`config.mk`:
```
export PLATFORM = sky130hd
export DESIGN_NAME = positional_array_insert_delete_unit_flat
export DESIGN_NICKNAME = d
export VERILOG_FILES = /design/src/rtl/pai_pkg.sv /design/src/rtl/pai_if.sv /design/src/rtl/pai_cell.sv /design/src/rtl/positional_array_insert_delete_unit.sv /design/src/flat_wrapper.sv
export SDC_FILE = /design/constraint.sdc
export NUM_CORES = 2
export LEC_CHECK = 0
export BUFFER_PORTS_ARGS = -buffer_cell sky130_fd_sc_hd__buf_2
export CAP_MARGIN = 25
export CORE_ASPECT_RATIO = 1.4
export CORE_MARGIN = 1
export CORE_UTILIZATION = 55
export CTS_BUF_LIST = sky130_fd_sc_hd__clkbuf_16
export CTS_CLUSTER_SIZE = 25
export DETAILED_ROUTE_END_ITERATION = 16
export PLACE_DENSITY = 0.71
export SETUP_SLACK_MARGIN = 0.4
export SLEW_MARGIN = 20
export SYNTH_ARGS = -nofsm -noshare
export SYNTH_HDL_FRONTEND = slang
export SYNTH_HIERARCHICAL = 1
export SYNTH_SLANG_ARGS = --single-unit
export TNS_END_PERCENT = 20
```
`constraint.sdc`:
```
create_clock -name i_clk -period 13.85 [get_ports i_clk]
set_clock_uncertainty 0.15 [all_clocks]
set_input_delay 2.0775 -clock i_clk [delete_from_list [all_inputs] [get_ports i_clk]]
set_output_delay 2.0775 -clock i_clk [all_outputs]
set_load 0.05 [all_outputs]
```
`src/rtl/pai_pkg.sv`:
```
// Shared types and codes for the positional array insert and delete unit.
package pai_pkg;

    // Command codes carried in the command field.
    typedef enum logic [1:0] {
        CMD_INSERT = 2'd0,
        CMD_DELETE = 2'd1,
        CMD_UPDATE = 2'd2,
        CMD_DUMP   = 2'd3
    } t_cmd;

    // Status codes carried in the result.
    typedef enum logic [1:0] {
        STS_OK      = 2'd0,
        STS_BAD_POS = 2'd1,
        STS_FULL    = 2'd2,
        STS_EMPTY   = 2'd3
    } t_status;

    // Operation broadcast to every cell of the chain.
    typedef enum logic [2:0] {
        CH_HOLD   = 3'd0,
        CH_INSERT = 3'd1,
        CH_DELETE = 3'd2,
        CH_UPDATE = 3'd3,
        CH_ROTATE = 3'd4
    } t_chain_op;

    localparam int POS_W   = 5;
    localparam int VALUE_W = 32;
    localparam int INDEX_W = 4;
    localparam int COUNT_W = 5;
    // A dump shows at most this many entries.
    localparam int DUMP_MAX = 16;

    typedef struct packed {
        t_chain_op          op;
        logic [POS_W-1:0]   pos;
    } t_chain_ctrl;

endpackage

```
`src/rtl/pai_if.sv`:
```
// Command and result channel interfaces of the positional array unit.
interface pai_cmd_if;
    logic               valid;
    logic               ready;
    logic [1:0]         command;
    logic [4:0]         position;
    logic signed [31:0] value;

    modport source (output valid, output command, output position, output value,
                    input ready);
    modport sink (input valid, input command, input position, input value,
                  output ready);
endinterface

interface pai_res_if;
    logic               valid;
    logic               ready;
    logic [1:0]         status;
    logic signed [31:0] read_value;
    logic [3:0]         entry_index;
    logic [4:0]         entry_count;
    logic               last;

    modport source (output valid, output status, output read_value,
                    output entry_index, output entry_count, output last,
                    input ready);
    modport sink (input valid, input status, input read_value,
                  input entry_index, input entry_count, input last,
                  output ready);
endinterface

```
`src/rtl/pai_cell.sv`:
```
// One storage cell of the entry chain, loading from its neighbours, the head cell or the bus.
module pai_cell #(
    parameter int IDX_W = 5,
    parameter int INDEX = 0
) (
    input  logic                              i_clk,
    input  pai_pkg::t_chain_ctrl              i_ctrl,
    input  logic [IDX_W-1:0]                  i_limit,
    input  logic signed [pai_pkg::VALUE_W-1:0] i_left,
    input  logic signed [pai_pkg::VALUE_W-1:0] i_right,
    input  logic signed [pai_pkg::VALUE_W-1:0] i_head,
    input  logic signed [pai_pkg::VALUE_W-1:0] i_value,
    output logic signed [pai_pkg::VALUE_W-1:0] o_entry
);

    localparam logic [IDX_W-1:0] MY_IDX = IDX_W'(INDEX);

    logic signed [pai_pkg::VALUE_W-1:0] r_entry;
    logic signed [pai_pkg::VALUE_W-1:0] n_entry;
    logic [IDX_W-1:0]                   pos_ext;

    assign pos_ext = IDX_W'(i_ctrl.pos);

    always_comb begin
        n_entry = r_entry;
        unique case (i_ctrl.op)
            pai_pkg::CH_INSERT: begin
                // Cells above the insertion point move up by one place.
                if (MY_IDX == pos_ext) begin
                    n_entry = i_value;
                end else if (MY_IDX > pos_ext && MY_IDX <= i_limit) begin
                    n_entry = i_left;
                end
            end
            pai_pkg::CH_DELETE: begin
                if (MY_IDX >= pos_ext && MY_IDX < i_limit) begin
                    n_entry = i_right;
                end
            end
            pai_pkg::CH_UPDATE: begin
                if (MY_IDX == pos_ext) begin
                    n_entry = i_value;
                end
            end
            pai_pkg::CH_ROTATE: begin
                // The occupied part of the chain turns one place towards the head.
                if (MY_IDX < i_limit) begin
                    n_entry = i_right;
                end else if (MY_IDX == i_limit) begin
                    n_entry = i_head;
                end
            end
            default: begin
                n_entry = r_entry;
            end
        endcase
    end

    always_ff @(posedge i_clk) begin
        r_entry <= n_entry;
    end

    assign o_entry = r_entry;

endmodule

```
`src/rtl/positional_array_insert_delete_unit.sv`:
```
// Top level of the positional array insert and delete unit.
//
// Commands arrive on i_cmd and results leave on o_res, each a valid/ready
// channel; a transaction completes when valid and ready are both high.
// Insert, delete and update each give one result, registered in the cycle after
// the command transaction; a new command is taken every cycle as long as the
// receiver takes the results.
// A dump gives one result per stored entry (at most sixteen are shown). It
// takes the command and then turns the chain of cells by one place for each
// stored entry, loading the head entry into each result and holding while the
// receiver stalls; no command is taken meanwhile. A dump of an empty list
// gives a single empty status.
// Results wait in the output register while the receiver stalls; the chain
// only moves when a result can be loaded, but for entries past the shown ones in a dump.
// Reset clears the entry count and the output valid flag; the entries
// themselves are not cleared and are never read before being written.
module positional_array_insert_delete_unit #(
    parameter int DEPTH = 16
) (
    input  logic      i_clk,
    input  logic      i_rst_n,
    pai_cmd_if.sink   i_cmd,
    pai_res_if.source o_res
);

    localparam int CW = $clog2(DEPTH + 1);
    localparam int PW = (CW > pai_pkg::POS_W) ? CW : pai_pkg::POS_W;

    typedef enum logic [1:0] {
        S_IDLE = 2'b01,
        S_DUMP = 2'b10
    } t_state;

    t_state r_state, n_state;
    logic [CW-1:0] r_count, n_count;
    logic [PW-1:0] r_idx, n_idx;

    logic                              r_out_valid, n_out_valid;
    pai_pkg::t_status                  r_status, n_status;
    logic signed [pai_pkg::VALUE_W-1:0] r_read_value, n_read_value;
    logic [pai_pkg::INDEX_W-1:0]       r_entry_index, n_entry_index;
    logic [pai_pkg::COUNT_W-1:0]       r_entry_count, n_entry_count;
    logic                              r_last, n_last;

    pai_pkg::t_chain_ctrl              chain_ctrl;
    logic [PW-1:0]                     chain_limit;
    logic signed [pai_pkg::VALUE_W-1:0] cell_q [DEPTH];

    logic          out_free;
    logic          cmd_take;
    logic [PW-1:0] count_ext;
    logic [PW-1:0] pos_ext;
    logic [PW-1:0] dump_last;
    logic [PW-1:0] n_count_ext;

    assign out_free    = !r_out_valid || o_res.ready;
    assign i_cmd.ready = (r_state == S_IDLE) && out_free;
    assign cmd_take    = i_cmd.valid && i_cmd.ready;
    assign count_ext   = PW'(r_count);
    assign pos_ext     = PW'(i_cmd.position);
    assign dump_last   = (count_ext > PW'(pai_pkg::DUMP_MAX)) ?
                         PW'(pai_pkg::DUMP_MAX - 1) : (count_ext - PW'(1));
    assign n_count_ext = PW'(n_count);

    always_comb begin
        n_state       = r_state;
        n_count       = r_count;
        n_idx         = r_idx;
        n_out_valid   = r_out_valid && !o_res.ready;
        n_status      = r_status;
        n_read_value  = r_read_value;
        n_entry_index = r_entry_index;
        n_entry_count = r_entry_count;
        n_last        = r_last;
        chain_ctrl.op  = pai_pkg::CH_HOLD;
        chain_ctrl.pos = i_cmd.position;
        chain_limit    = count_ext;

        unique case (r_state)
            S_IDLE: begin
                if (cmd_take) begin
                    n_status      = pai_pkg::STS_OK;
                    n_read_value  = '0;
                    n_entry_index = '0;
                    n_last        = 1'b1;
                    n_out_valid   = 1'b1;
                    unique case (pai_pkg::t_cmd'(i_cmd.command))
                        pai_pkg::CMD_INSERT: begin
                            if (pos_ext > count_ext) begin
                                n_status = pai_pkg::STS_BAD_POS;
                            end else if (count_ext == PW'(DEPTH)) begin
                                n_status = pai_pkg::STS_FULL;
                            end else begin
                                chain_ctrl.op = pai_pkg::CH_INSERT;
                                n_count       = r_count + CW'(1);
                            end
                        end
                        pai_pkg::CMD_DELETE: begin
                            chain_limit = count_ext - PW'(1);
                            if (pos_ext >= count_ext) begin
                                n_status = pai_pkg::STS_BAD_POS;
                            end else begin
                                chain_ctrl.op = pai_pkg::CH_DELETE;
                                n_count       = r_count - CW'(1);
                            end
                        end
                        pai_pkg::CMD_UPDATE: begin
                            if (pos_ext >= count_ext) begin
                                n_status = pai_pkg::STS_BAD_POS;
                            end else begin
                                chain_ctrl.op = pai_pkg::CH_UPDATE;
                            end
                        end
                        pai_pkg::CMD_DUMP: begin
                            if (r_count == '0) begin
                                n_status = pai_pkg::STS_EMPTY;
                            end else begin
                                n_out_valid = 1'b0;
                                n_idx       = '0;
                                n_state     = S_DUMP;
                            end
                        end
                        default: begin
                            n_status = pai_pkg::STS_OK;
                        end
                    endcase
                    n_entry_count = n_count_ext[pai_pkg::COUNT_W-1:0];
                end
            end
            S_DUMP: begin
                chain_limit = count_ext - PW'(1);
                // Entries past the shown ones still turn so that the order is restored.
                if (r_idx >= PW'(pai_pkg::DUMP_MAX) || out_free) begin
                    chain_ctrl.op = pai_pkg::CH_ROTATE;
                    if (r_idx < PW'(pai_pkg::DUMP_MAX)) begin
                        n_out_valid   = 1'b1;
                        n_status      = pai_pkg::STS_OK;
                        n_read_value  = cell_q[0];
                        n_entry_index = r_idx[pai_pkg::INDEX_W-1:0];
                        n_entry_count = count_ext[pai_pkg::COUNT_W-1:0];
                        n_last        = (r_idx == dump_last);
                    end
                    if (r_idx == count_ext - PW'(1)) begin
                        n_state = S_IDLE;
                    end else begin
                        n_idx = r_idx + PW'(1);
                    end
                end
            end
            default: begin
                n_state = S_IDLE;
            end
        endcase
    end

    always_ff @(posedge i_clk) begin
        if (!i_rst_n) begin
            r_state     <= S_IDLE;
            r_count     <= '0;
            r_idx       <= '0;
            r_out_valid <= 1'b0;
        end else begin
            r_state     <= n_state;
            r_count     <= n_count;
            r_idx       <= n_idx;
            r_out_valid <= n_out_valid;
        end
    end

    always_ff @(posedge i_clk) begin
        r_status      <= n_status;
        r_read_value  <= n_read_value;
        r_entry_index <= n_entry_index;
        r_entry_count <= n_entry_count;
        r_last        <= n_last;
    end

    for (genvar k = 0; k < DEPTH; k++) begin : g_cell
        logic signed [pai_pkg::VALUE_W-1:0] left_q;
        logic signed [pai_pkg::VALUE_W-1:0] right_q;

        if (k == 0) begin : g_head
            assign left_q = '0;
        end else begin : g_mid
            assign left_q = cell_q[k-1];
        end
        if (k == DEPTH - 1) begin : g_tail
            assign right_q = '0;
        end else begin : g_body
            assign right_q = cell_q[k+1];
        end

        pai_cell #(
            .IDX_W (PW),
            .INDEX (k)
        ) u_cell (
            .i_clk   (i_clk),
            .i_ctrl  (chain_ctrl),
            .i_limit (chain_limit),
            .i_left  (left_q),
            .i_right (right_q),
            .i_head  (cell_q[0]),
            .i_value (i_cmd.value),
            .o_entry (cell_q[k])
        );
    end

    assign o_res.valid       = r_out_valid;
    assign o_res.status      = r_status;
    assign o_res.read_value  = r_read_value;
    assign o_res.entry_index = r_entry_index;
    assign o_res.entry_count = r_entry_count;
    assign o_res.last        = r_last;

endmodule

```
`src/flat_wrapper.sv`:
```
// flat-port wrapper written by rule: the top's interface ports become plain ports
module positional_array_insert_delete_unit_flat 
#(
    parameter int DEPTH = 16
)
  (i_clk, i_rst_n, i_cmd_valid, i_cmd_command, i_cmd_position, i_cmd_value, i_cmd_ready, o_res_valid, o_res_status, o_res_read_value, o_res_entry_index, o_res_entry_count, o_res_last, o_res_ready);
  pai_cmd_if i_cmd_i ();
  pai_res_if o_res_i ();
  input  logic i_clk;
  input  logic i_rst_n;
  input wire logic [$bits(i_cmd_i.valid)-1:0] i_cmd_valid;
  input wire logic [$bits(i_cmd_i.command)-1:0] i_cmd_command;
  input wire logic [$bits(i_cmd_i.position)-1:0] i_cmd_position;
  input wire logic [$bits(i_cmd_i.value)-1:0] i_cmd_value;
  output wire logic [$bits(i_cmd_i.ready)-1:0] i_cmd_ready;
  output wire logic [$bits(o_res_i.valid)-1:0] o_res_valid;
  output wire logic [$bits(o_res_i.status)-1:0] o_res_status;
  output wire logic [$bits(o_res_i.read_value)-1:0] o_res_read_value;
  output wire logic [$bits(o_res_i.entry_index)-1:0] o_res_entry_index;
  output wire logic [$bits(o_res_i.entry_count)-1:0] o_res_entry_count;
  output wire logic [$bits(o_res_i.last)-1:0] o_res_last;
  input wire logic [$bits(o_res_i.ready)-1:0] o_res_ready;
  assign i_cmd_i.valid = i_cmd_valid;
  assign i_cmd_i.command = i_cmd_command;
  assign i_cmd_i.position = i_cmd_position;
  assign i_cmd_i.value = i_cmd_value;
  assign i_cmd_ready = i_cmd_i.ready;
  assign o_res_valid = o_res_i.valid;
  assign o_res_status = o_res_i.status;
  assign o_res_read_value = o_res_i.read_value;
  assign o_res_entry_index = o_res_i.entry_index;
  assign o_res_entry_count = o_res_i.entry_count;
  assign o_res_last = o_res_i.last;
  assign o_res_i.ready = o_res_ready;
  positional_array_insert_delete_unit #(.DEPTH(DEPTH)) u_core (.i_clk(i_clk), .i_rst_n(i_rst_n), .i_cmd(i_cmd_i), .o_res(o_res_i));
endmodule
```
==> summary.md <==
| Metric | Value |
|---|---|
| Outcome | `completed` |
| CP max stage delay | `760 ps` |
| Synth cell types | `110` |
| Syn-to-layout area delta | `6.69%` |
| Worst path top cell family by delay | `simple AND/OR/NAND/NOR gates` |
| Avg Cell Area, Syn | `11.6 µm²` |
| Comb power frac | `0.186` |
| Core area | `0.0767 mm²` |
| DRC marker count from the first detailed-route iteration | `3,780` |
| First-pass GRT wire length | `203 mm` |
| Arr. time, crit path | `6800 ps` |
| Gr usage total | `0.322` |
| Post-CTS setup buffers | `0` |
| WP buf/inv | `5` |
| DP HPWL | `86.9 mm` |
| Number of global-route vias before repair | `33,700` |
| # DRC | `0` |
| Synth area leaders | `edfxtp_1 (39%), mux2i_1 (18%), a22oi_1 (6.3%)` |
| Hold Path Depth | `2` |
| Required @ worst endpoint | `14,180 ps` |
| Commonest cells after routing, fill and taps aside | `mux2i_1 (770), edfxtp_1 (556), a22oi_1 (355)` |
| Met2 wire length | `64.7 mm` |
| Sequential area share after synthesis | `0.397` |
| Num ports | `89` |
| DR vias | `34,300` |
| Antenna viol nets, final | `0` |
| Layout cells sized above 1 | `0.167` |
| Async S/R FF share, synth | `0` |
| Worst-margin pin slew | `1070 ps` |
| Layout Nets | `3,716` |
| Reg-to-reg setup timing slack | `8410 ps` |
| Cts repair resizes | `0` |
| CTS Hold Bufs | `0` |
| Synth area leader | `edfxtp_1` |
| Via density | `7.22` |
| Main synth FF type | `edfxtp_1` |
| Largest net degree at the start of global routing | `139` |
| EDFF count, synth | `556` |
| Crit path launch type | `input pin` |
| CP Cell Sequence | `buf_2 -> buf_4 -> ha_1 -> and3_1 -> nor2b_1 -> or3_1 -> nor3_2 -> buf_4 -> buf_4 -> nor2_1 -> nand2_2 -> buf_4 -> nand2_2 -> o221ai_1` |
| Switch share | `0.293` |
| CP Launch Point | `i_cmd_position[2]` |
| Psw | `1290 µW` |
| Final Setup Violations | `0` |
| CTS tree | `done` |
| WL met3 | `8.71 mm` |
| IO buf count | `88` |
| Synth Instances | `3,671` |
| WL per Instance | `27.3 µm` |
| Critical R2R Capture | `u_core/g_cell[12].u_cell/o_entry[30]$_DFFE_PP_` |
| Reg2reg path depth | `13` |
| Sink Count | `569` |
| First drt pass iteration count | `7` |
| Ys Warns | `6` |
| HP Start | `u_core/r_state[0]$_SDFFE_PN1P_` |
| Initial antenna violation count | `19` |
| Reg clk slew, reported paths | `70 ps` |
| Top routing layer in use | `met4` |
| Worst Hold Class | `register to register` |
| RSZ-0062 raised after global routing | `false` |
| CTS root buffer | `clkbuf_16` |
| CTS Buffer Depth | `3` |
| Leak | `0.0163 µW` |
| Fin Hold WS | `355 ps` |
| Critical path type | `input pin to register` |
| Synth Cell Area | `0.0427 mm²` |
| Met1 WL | `50.8 mm` |
| Sequential power share | `0.450` |
| Final Hold Viols | `0` |
| Starting Density | `0.557` |
| DIE AREA | `0.0788 mm²` |
| H-tree depth | `2` |
| Max Fclk | `155 MHz` |
| Die height | `332 µm` |
| CP Capture Type | `register` |
| Final worst path period need | `6470 ps` |
| Row cnt | `120` |
| Clock Latency Late Sink | `670 ps` |
| Internal power | `3100 µW` |
| Fin. max-slew vios | `0` |
| Max IR drop VDD | `103 µV` |
| Power per cell area | `96.4 mW/mm²` |
| Worst Path Max Fanout | `51` |
| GP Congestion | `0.861` |
| Gr ovfl total | `0` |
| Setup TNS | `0 ps` |
| Most common cell after layout, fill and taps aside | `mux2i_1` |
| Final wirelength | `130 mm` |
| Critical R2R Launch | `u_core/count_ext[2]$_SDFF_PN0_` |
| Max transition margin | `0.283` |
| Slowest CP cell | `nand2_2` |
| Maxcap violations | `0` |
| Synth top area share | `0.391` |
| Min-Delay Endpoint | `u_core/r_state[0]$_SDFFE_PN1P_` |
| Most common cell on crit path | `buf_4` |
| Synth Register Bits | `569` |
| Clock Power Share | `0.364` |
| Final Cycle Share | `0.467` |
| Die width | `238 µm` |
| CTS buffer count | `59` |
## cell families (layout without fill, tap and decap cells)
group,after synthesis,after routing,share of synthesized area
adders and majority gates,14,14,0.00410
muxes,899,899,0.214
AOI/OAI and AO/OA,1269,1269,0.258
DFF,569,569,0.397
other,1,72,0.0000877
xor gates and xnor gates,4,4,0.00126
and+or+nand+nor,528,528,0.0667
buffers and inverters,387,358,0.0587
## worst min-delay path: stages, from the launching register on
cell and delay [ps]:
dfxtp_1 310, inv_1 70, o21ai_0 80
## metrics by stage
stage                     area, µm²  instances  setup slack [ps]  total power (µW)  utilization
after global routing          45600       4750              7180              4520        0.594
after detailed placement      43700       4632              6830              2820        0.569
after global placement        43600       4627              6610              2800        0.568
final                         45600       4750              7380              4390        0.594
after floorplan               43000       3735              2480              2640            -
after CTS                     45500       4740              7530              4400        0.593
## layer usage
| layer | track usage | up-vias |
|---|---|---|
| met1 | 0.406 | 17100 |
| li1 | - | 15200 |
| met5 | 0 | - |
| met3 | 0.0344 | 265 |
| met4 | 0.140 | 0 |
| met2 | 0.555 | 1660 |
## sequential cells by signal, indices dropped and copies added (netlist names)
name / count
u_core/count_ext: 5
u_core/g_cell.u_cell/o_entry: 512
u_core/o_res.entry_count: 5
u_core/o_res.entry_index: 4
u_core/o_res.last: 1
u_core/o_res.read_value: 32
u_core/o_res.status: 2
u_core/o_res.valid: 1
u_core/r_idx: 5
u_core/r_state: 2
## cell usage after synthesis, types with 7 or more instances
cell type	instances
ha_1	14
o21ai_0	73
a221o_1	33
a311o_1	32
nor2b_1	7
inv_1	29
and2_1	41
and3_1	38
dfxtp_1	13
nand2_1	181
o221ai_1	265
a21o_1	39
mux2i_1	771
a22o_1	33
nand2b_1	25
o21a_1	8
o2111ai_2	7
o21ai_1	67
a21oi_1	34
buf_1	13
a22oi_1	356
a32oi_1	31
or3_1	10
buf_2	86
mux2_1	86
o221ai_2	91
buf_6	68
nor3_1	16
nor2_1	61
o211ai_2	60
buf_4	21
edfxtp_1	556
clkbuf_1	146
a222oi_1	32
mux2_2	42
o2111ai_1	26
nand3b_1	8
nand3_1	82
buf_12	18
a31oi_1	11
## power groups by stage
stage                     sequential [µW]  clock [µW]  combinational [µW]
after detailed placement             2010           0                 805
final                                1980        1600                 818
after global placement               2010           0                 789
after global routing                 1980        1670                 871
after floorplan                      2050           0                 591
after CTS                            1980        1620                 807
## final cells by class
type	instances	area, µm²
fillers	6358	31100
flip-flops and latches	569	17000
diodes	7	17.5
multi-input cells	2779	23800
clock buffers	60	1500
inverters	29	109
well taps	1037	1300
repair buffers	221	1540
clock inverters	48	355
## worst max path at each step
stage	cells past startpoint	endpoint	slack, ps
finish	14	u_core/g_cell[12].u_cell/o_entry[30]$_DFFE_PP_	7380
global route	14	u_core/g_cell[12].u_cell/o_entry[20]$_DFFE_PP_	7180
CTS	14	u_core/g_cell[12].u_cell/o_entry[1]$_DFFE_PP_	7530
detailed placement	14	u_core/g_cell[12].u_cell/o_entry[30]$_DFFE_PP_	6830
global placement	12	u_core/g_cell[4].u_cell/o_entry[30]$_DFFE_PP_	6610
floorplan	9	u_core/g_cell[2].u_cell/o_entry[0]$_DFFE_PP_	2480
(Power assumes the default switching activity.)
